`config.mk`:
```
export PLATFORM = sky130hd
export DESIGN_NAME = imc_tap_seq
export DESIGN_NICKNAME = d
export VERILOG_FILES = /design/src/rtl/imc_pkg.sv /design/src/rtl/imc_tap_seq.sv
export SDC_FILE = /design/constraint.sdc
export NUM_CORES = 1
export LEC_CHECK = 0
export BUFFER_PORTS_ARGS = -buffer_cell sky130_fd_sc_hd__buf_2
export CORE_MARGIN = 2
export CORE_UTILIZATION = 58
export CTS_CLUSTER_DIAMETER = 50
export DETAILED_ROUTE_END_ITERATION = 8
export PLACE_DENSITY_LB_ADDON = 0.3
export SLEW_MARGIN = 20
export SYNTH_ARGS = -nofsm -noshare
export SYNTH_HDL_FRONTEND = slang
export SYNTH_SLANG_ARGS = --single-unit
export TNS_END_PERCENT = 20
```
`constraint.sdc`:
```
create_clock -name clk -period 4.2 [get_ports clk]
set_input_delay 0.84 -clock clk [delete_from_list [all_inputs] [get_ports clk]]
set_output_delay 0.84 -clock clk [all_outputs]
set_load 0.01 [all_outputs]
```
`src/rtl/imc_pkg.sv`:
```
`timescale 1ns / 1ps
// Shared types and sizes for the im2col patch extractor.
// No dependencies; every other rtl file imports this package.
package imc_pkg;

	localparam int MAX_HEIGHT   = 64;
	localparam int MAX_WIDTH    = 64;
	localparam int MAX_CHANNELS = 16;
	localparam int MAX_KERNEL   = 8;
	localparam int VALUE_BITS   = 16;

	localparam int ROW_W  = $clog2(MAX_HEIGHT);
	localparam int COL_W  = $clog2(MAX_WIDTH);
	localparam int CHAN_W = $clog2(MAX_CHANNELS);
	localparam int ADDR_W = ROW_W + COL_W + CHAN_W;
	localparam int DEPTH  = MAX_HEIGHT * MAX_WIDTH * MAX_CHANNELS;

	localparam int POS_W  = 6;
	localparam int DIM_W  = 7;
	localparam int KDIM_W = 4;
	localparam int KIDX_W = 3;
	localparam int PAD_W  = 3;
	localparam int STEP_W = 4;
	localparam int DATA_W = 16;
	localparam int BASE_W = POS_W + STEP_W;
	localparam int ORG_W  = BASE_W + 1;

	typedef struct packed {
		logic [DIM_W-1:0]  image_height;
		logic [DIM_W-1:0]  image_width;
		logic [KDIM_W-1:0] kernel_height;
		logic [KDIM_W-1:0] kernel_width;
		logic [PAD_W-1:0]  pad_rows;
		logic [PAD_W-1:0]  pad_cols;
		logic [STEP_W-1:0] step_rows;
		logic [STEP_W-1:0] step_cols;
	} cfg_t;

	typedef struct packed {
		logic                     valid;
		logic signed [DATA_W-1:0] tap_value;
		logic                     in_padding;
		logic [KIDX_W-1:0]        tap_row;
		logic [KIDX_W-1:0]        tap_col;
		logic                     last;
		logic                     bad_request;
	} res_t;

endpackage

```
`src/rtl/imc_tap_seq.sv`:
```
`timescale 1ns / 1ps
// Patch sequencer: window check, tap walk over one shared address unit,
// read stage and result register. Depends on imc_pkg.
module imc_tap_seq (
	input  logic                           clk,
	input  logic                           arst_n,
	input  imc_pkg::cfg_t                  cfg,
	input  logic                           req_go,
	input  logic [imc_pkg::POS_W-1:0]      req_row,
	input  logic [imc_pkg::POS_W-1:0]      req_col,
	input  logic [imc_pkg::CHAN_W-1:0]     req_chan,
	output logic                           busy,
	output logic                           rd_en,
	output logic [imc_pkg::ADDR_W-1:0]     rd_addr,
	input  logic [imc_pkg::VALUE_BITS-1:0] rd_data,
	output imc_pkg::res_t                  res
);
	import imc_pkg::*;

	typedef enum logic [1:0] {
		S_IDLE,
		S_CHECK,
		S_RUN
	} state_t;

	state_t                   state_q;
	logic [BASE_W-1:0]        base_row_q;
	logic [BASE_W-1:0]        base_col_q;
	logic [CHAN_W-1:0]        chan_q;
	logic signed [ORG_W-1:0]  row_org_q;
	logic signed [ORG_W-1:0]  col_org_q;
	logic [KIDX_W-1:0]        fh_q;
	logic [KIDX_W-1:0]        fw_q;
	logic                     valid_s1;
	logic                     inside_s1;
	logic [KIDX_W-1:0]        fh_s1;
	logic [KIDX_W-1:0]        fw_s1;
	logic                     last_s1;
	res_t                     res_q;

	logic                     kernel_bad;
	logic                     window_bad;
	logic [ORG_W-1:0]         row_need;
	logic [ORG_W-1:0]         row_lim;
	logic [ORG_W-1:0]         col_need;
	logic [ORG_W-1:0]         col_lim;
	logic signed [ORG_W-1:0]  tap_r;
	logic signed [ORG_W-1:0]  tap_c;
	logic                     in_image;
	logic                     row_end;
	logic                     last_tap;

	always_comb begin
		kernel_bad = (cfg.kernel_height == '0) || (cfg.kernel_width == '0) ||
			(cfg.kernel_height > KDIM_W'(MAX_KERNEL)) ||
			(cfg.kernel_width > KDIM_W'(MAX_KERNEL));
		row_need = ORG_W'(base_row_q) + ORG_W'(cfg.kernel_height);
		row_lim  = ORG_W'(cfg.image_height) + ORG_W'({cfg.pad_rows, 1'b0});
		col_need = ORG_W'(base_col_q) + ORG_W'(cfg.kernel_width);
		col_lim  = ORG_W'(cfg.image_width) + ORG_W'({cfg.pad_cols, 1'b0});
		window_bad = (row_need > row_lim) || (col_need > col_lim);

		tap_r = row_org_q + $signed({{(ORG_W-KIDX_W){1'b0}}, fh_q});
		tap_c = col_org_q + $signed({{(ORG_W-KIDX_W){1'b0}}, fw_q});
		in_image = !tap_r[ORG_W-1] && !tap_c[ORG_W-1] &&
			(tap_r[ORG_W-2:0] < (ORG_W-1)'(cfg.image_height)) &&
			(tap_c[ORG_W-2:0] < (ORG_W-1)'(cfg.image_width));
		row_end  = (KDIM_W'(fw_q) + KDIM_W'(1)) == cfg.kernel_width;
		last_tap = row_end && ((KDIM_W'(fh_q) + KDIM_W'(1)) == cfg.kernel_height);
	end

	assign busy    = (state_q != S_IDLE);
	assign rd_en   = (state_q == S_RUN) && in_image;
	assign rd_addr = {tap_r[ROW_W-1:0], tap_c[COL_W-1:0], chan_q};
	assign res     = res_q;

	always_ff @(posedge clk or negedge arst_n) begin
		if (!arst_n) begin
			state_q  <= S_IDLE;
			valid_s1 <= 1'b0;
			res_q    <= '0;
		end else begin
			res_q.valid <= 1'b0;
			valid_s1    <= (state_q == S_RUN);
			inside_s1   <= in_image;
			fh_s1       <= fh_q;
			fw_s1       <= fw_q;
			last_s1     <= last_tap;

			unique case (state_q)
				S_IDLE: begin
					if (req_go) begin
						base_row_q <= BASE_W'(req_row) * BASE_W'(cfg.step_rows);
						base_col_q <= BASE_W'(req_col) * BASE_W'(cfg.step_cols);
						chan_q     <= req_chan;
						state_q    <= S_CHECK;
					end
				end
				S_CHECK: begin
					row_org_q <= $signed(ORG_W'(base_row_q)) - $signed(ORG_W'(cfg.pad_rows));
					col_org_q <= $signed(ORG_W'(base_col_q)) - $signed(ORG_W'(cfg.pad_cols));
					fh_q      <= '0;
					fw_q      <= '0;
					if (kernel_bad || window_bad) begin
						res_q.valid       <= 1'b1;
						res_q.tap_value   <= '0;
						res_q.in_padding  <= 1'b0;
						res_q.tap_row     <= '0;
						res_q.tap_col     <= '0;
						res_q.last        <= 1'b1;
						res_q.bad_request <= 1'b1;
						state_q           <= S_IDLE;
					end else begin
						state_q <= S_RUN;
					end
				end
				S_RUN: begin
					if (row_end) begin
						fw_q <= '0;
						fh_q <= fh_q + KIDX_W'(1);
					end else begin
						fw_q <= fw_q + KIDX_W'(1);
					end
					if (last_tap) begin
						state_q <= S_IDLE;
					end
				end
				default: begin
					state_q <= S_IDLE;
				end
			endcase

			if (valid_s1) begin
				res_q.valid       <= 1'b1;
				res_q.tap_value   <= inside_s1 ? DATA_W'($signed(rd_data)) : '0;
				res_q.in_padding  <= !inside_s1;
				res_q.tap_row     <= fh_s1;
				res_q.tap_col     <= fw_s1;
				res_q.last        <= last_s1;
				res_q.bad_request <= 1'b0;
			end
		end
	end

endmodule

```
==> metrics.md <==
| Metric | Value |
|---|---|
| Status | `completed` |
| Least-Margin Pin Slew | `0.987 ns` |
| Area Growth Syn to Fin | `15.1%` |
| Vias/cell | `5.50` |
| Leakage | `3.78 nW` |
| Worst vdd ir | `0.285 mV` |
| Tmin final | `4.03 ns` |
| Met1 GRT Util | `0.260` |
| Grt total ovfl | `0` |
| Inserted Clock Buffers | `9` |
| First-pass DRT Iterations | `4` |
| Syn_area_per_cell | `10.3 µm²` |
| Via count | `5218` |
| Period utilization | `0.960` |
| Vias in the first global route | `5220` |
| Placed insts | `932` |
| Post-synthesis sequential area ratio | `0.362` |
| Routability congestion estimate | `1.02` |
| Die Width | `114 µm` |
| Boundary pin count | `115` |
| Max-Cap Viols | `0` |
| Post-Layout Cell Count | `949` |
| CTS root buffer | `clkbuf_16` |
| Share of cells above drive strength 1 | `0.208` |
| Die Y | `114 µm` |
| Pin count of the biggest net entering global routing | `46` |
| Synthesized area | `0.00699 mm²` |
| FF-to-FF path depth | `14` |
| Initial antenna violation count | `0` |
| Wire length per cell | `14.4 µm` |
| Worst Hold Class | `in -> async` |
| Overall power | `0.00316 W` |
| Reg2reg start | `base_col_q[0]` |
| Sink Count | `89` |
| Post-synth cell types | `50` |
| P per Cell Area | `393 mW/mm²` |
| Ys Warns | `0` |
| Slew Limit Fails | `0` |
| Die footprint | `0.0129 mm²` |
| Post-DRT Antenna Nets | `0` |
| WS Path Type | `reg -> out` |
| Flops & latches, synth | `89` |
| Estimated wirelength of the detail-placed design | `11.2 mm` |
| Area leader, netlist | `edfxtp_1` |
| Mapped Cells | `680` |
| Final Instance Area | `0.00804 mm²` |
| Final core occ | `0.678` |
| Crit end category | `output pin` |
| Post-Syn Nets | `862` |
| Total core area | `0.0119 mm²` |
| Final setup viols | `0` |
| Asr flop ratio synth | `0.326` |
| Post-layout nets | `979` |
| CP Launch Type | `register` |
| Worst Path Required | `3.36 ns` |
| FILL cells | `891` |
| Starting Density | `0.589` |
| Reg-to-reg slack, setup | `0.63 ns` |
| DRC | `0` |
| CTS Buffer Depth | `2` |
| Main area contributors after synthesis | `edfxtp_1 26%, ha_1 16%, dfrtp_1 10%` |
| CTS tree | `built` |
| Slew margin rel. | `0.342` |
| DRT iter0 DRCs | `345` |
| Arrival time worst endpoint | `3.19 ns` |
| Hold WS | `0.284 ns` |
| Fmax | `0.248 GHz` |
| Clock-pin slew on the worst setup and hold paths | `0.07 ns` |
| Port Buffers | `114` |
| Synth Flop Type | `edfxtp_1` |
| Clock skew | `0.00848 ns` |
| Placed Area | `0.00771 mm²` |
| Row count | `40` |
| Post-synth EDFFs | `60` |
| Top cell type's share of synthesized area | `0.258` |
| Final hold violation count | `0` |
| First-pass GRT wire length | `22.6 mm` |
| Cell with the most instances after synthesis | `ha_1` |
| CP Max Fanout | `2` |
| Layer with the highest usage | `met2` |
| Met2 usage | `0.393` |
| Skew-Pair Late Insertion Delay | `0.35 ns` |
| GR Util All Layers | `0.218` |
| # diodes | `0` |
| Most frequent cells after synthesis | `87 x ha_1, 69 x inv_1, 65 x nand2_1, 60 x edfxtp_1, 45 x xnor2_1` |
| H-tree depth | `3` |
| Met3 Use GR | `0.0409` |
| Reg2reg end | `res[8]` |
| Routed WL | `13.7 mm` |
[worst max-delay path, cell delays in order (launching register included)]
cell and delay [ns]:
edfxtp_1 0.37, ha_2 0.19, inv_1 0.06, fa_2 0.36
nor2b_2 0.14, o21ai_1 0.09, xnor2_1 0.22, ha_1 0.29
a21o_1 0.18, a21oi_1 0.19, o21ai_2 0.10, a32o_1 0.23
and4bb_2 0.28, buf_2 0.15
[worst max path at each step]
stage	from	to	slack, ns	cells past startpoint
2_1_floorplan	cfg[14]	res[25]	0.56	13
3_3_place_gp	cfg[14]	res[8]	0.19	15
3_5_place_dp	cfg[14]	res[8]	0.1	15
4_1_cts	fh_q[0]	rd_en	0.04	13
5_1_grt	fh_q[0]	rd_en	-0.002	13
6_report	fh_q[0]	rd_en	0.17	13
[registers in the layout, summed over array words and instances, names as in the netlist, 4 cells and up]
| name | count |
|---|---|
| base_col_q | 10 |
| base_row_q | 10 |
| chan_q | 4 |
| row_org_q | 11 |
| res | 26 |
| col_org_q | 11 |
[cell usage in the layout (no fill, tap or decap), types with 6 or more instances in the layout]
cell         n
a211oi_2    13
clkbuf_16   10
nand2b_1     6
a21oi_1     30
a21o_1      18
nor3_1      16
o21ai_0     15
nand2_1     65
and2_1      31
ha_1        86
nand3_1      8
buf_2      114
mux2i_1      8
buf_4        6
xnor2_1     44
dfrtp_1     28
inv_1       69
nor2_1      44
nor2b_1      9
xor2_1      22
edfxtp_1    60
fa_1        23
nand4_1     13
[per-layer routing]
layer	routed length [µm]	vias to the layer above	part of all wire
met5	0	-	0
met4	252	0	0.018
met3	608	21	0.044
met2	7030	129	0.51
met1	5810	2485	0.42
li1	-	2583	-
[power by group]
| group | total, W | internal (W) | switching [W] |
|---|---|---|---|
| Clock | 0.000789 | 0.000442 | 0.000347 |
| Sequential | 0.00118 | 0.00109 | 0.0000895 |
| Combinational | 0.00119 | 0.000512 | 0.000677 |
| Total | 0.00316 | 0.00205 | 0.00111 |
[per-stage QoR]
stage                     TNS (ns)  setup WS [ns]
after CTS                        0         0.0401
after global placement           0          0.188
after floorplan                  0          0.558
final                            0          0.169
after global routing      -0.00158       -0.00158
after detailed placement         0         0.0974
[kinds of logic after synthesis]
| kind of cell | synth area share |
|---|---|
| compound gates | 0.115 |
| flops | 0.362 |
| simple gates | 0.154 |
| fa+ha+maj | 0.225 |
| xor+xnor | 0.0840 |
| buf+inv | 0.0475 |
| mux | 0.0134 |
[timing repair]
| item | in CTS | in global routing |
|---|---|---|
| pin swaps | 1 | 3 |
| hold buffers | 0 | 0 |
| setup buffers | 0 | 1 |
| resized for setup | 2 | 7 |
| endpoints found under the setup margin | 1 | 1 |
[final cells by class]
cell class	count	area [µm²]	area share
clock buffers	10	250	0.0311
flip-flops and latches	89	2530	0.315
well taps	147	184	0.0229
repair buffers	120	616	0.0766
clock inverters	6	46.3	0.00576
multi-input cells	508	4150	0.517
inverters	69	259	0.0322
Note: power is estimated with default switching activity, not from simulation.
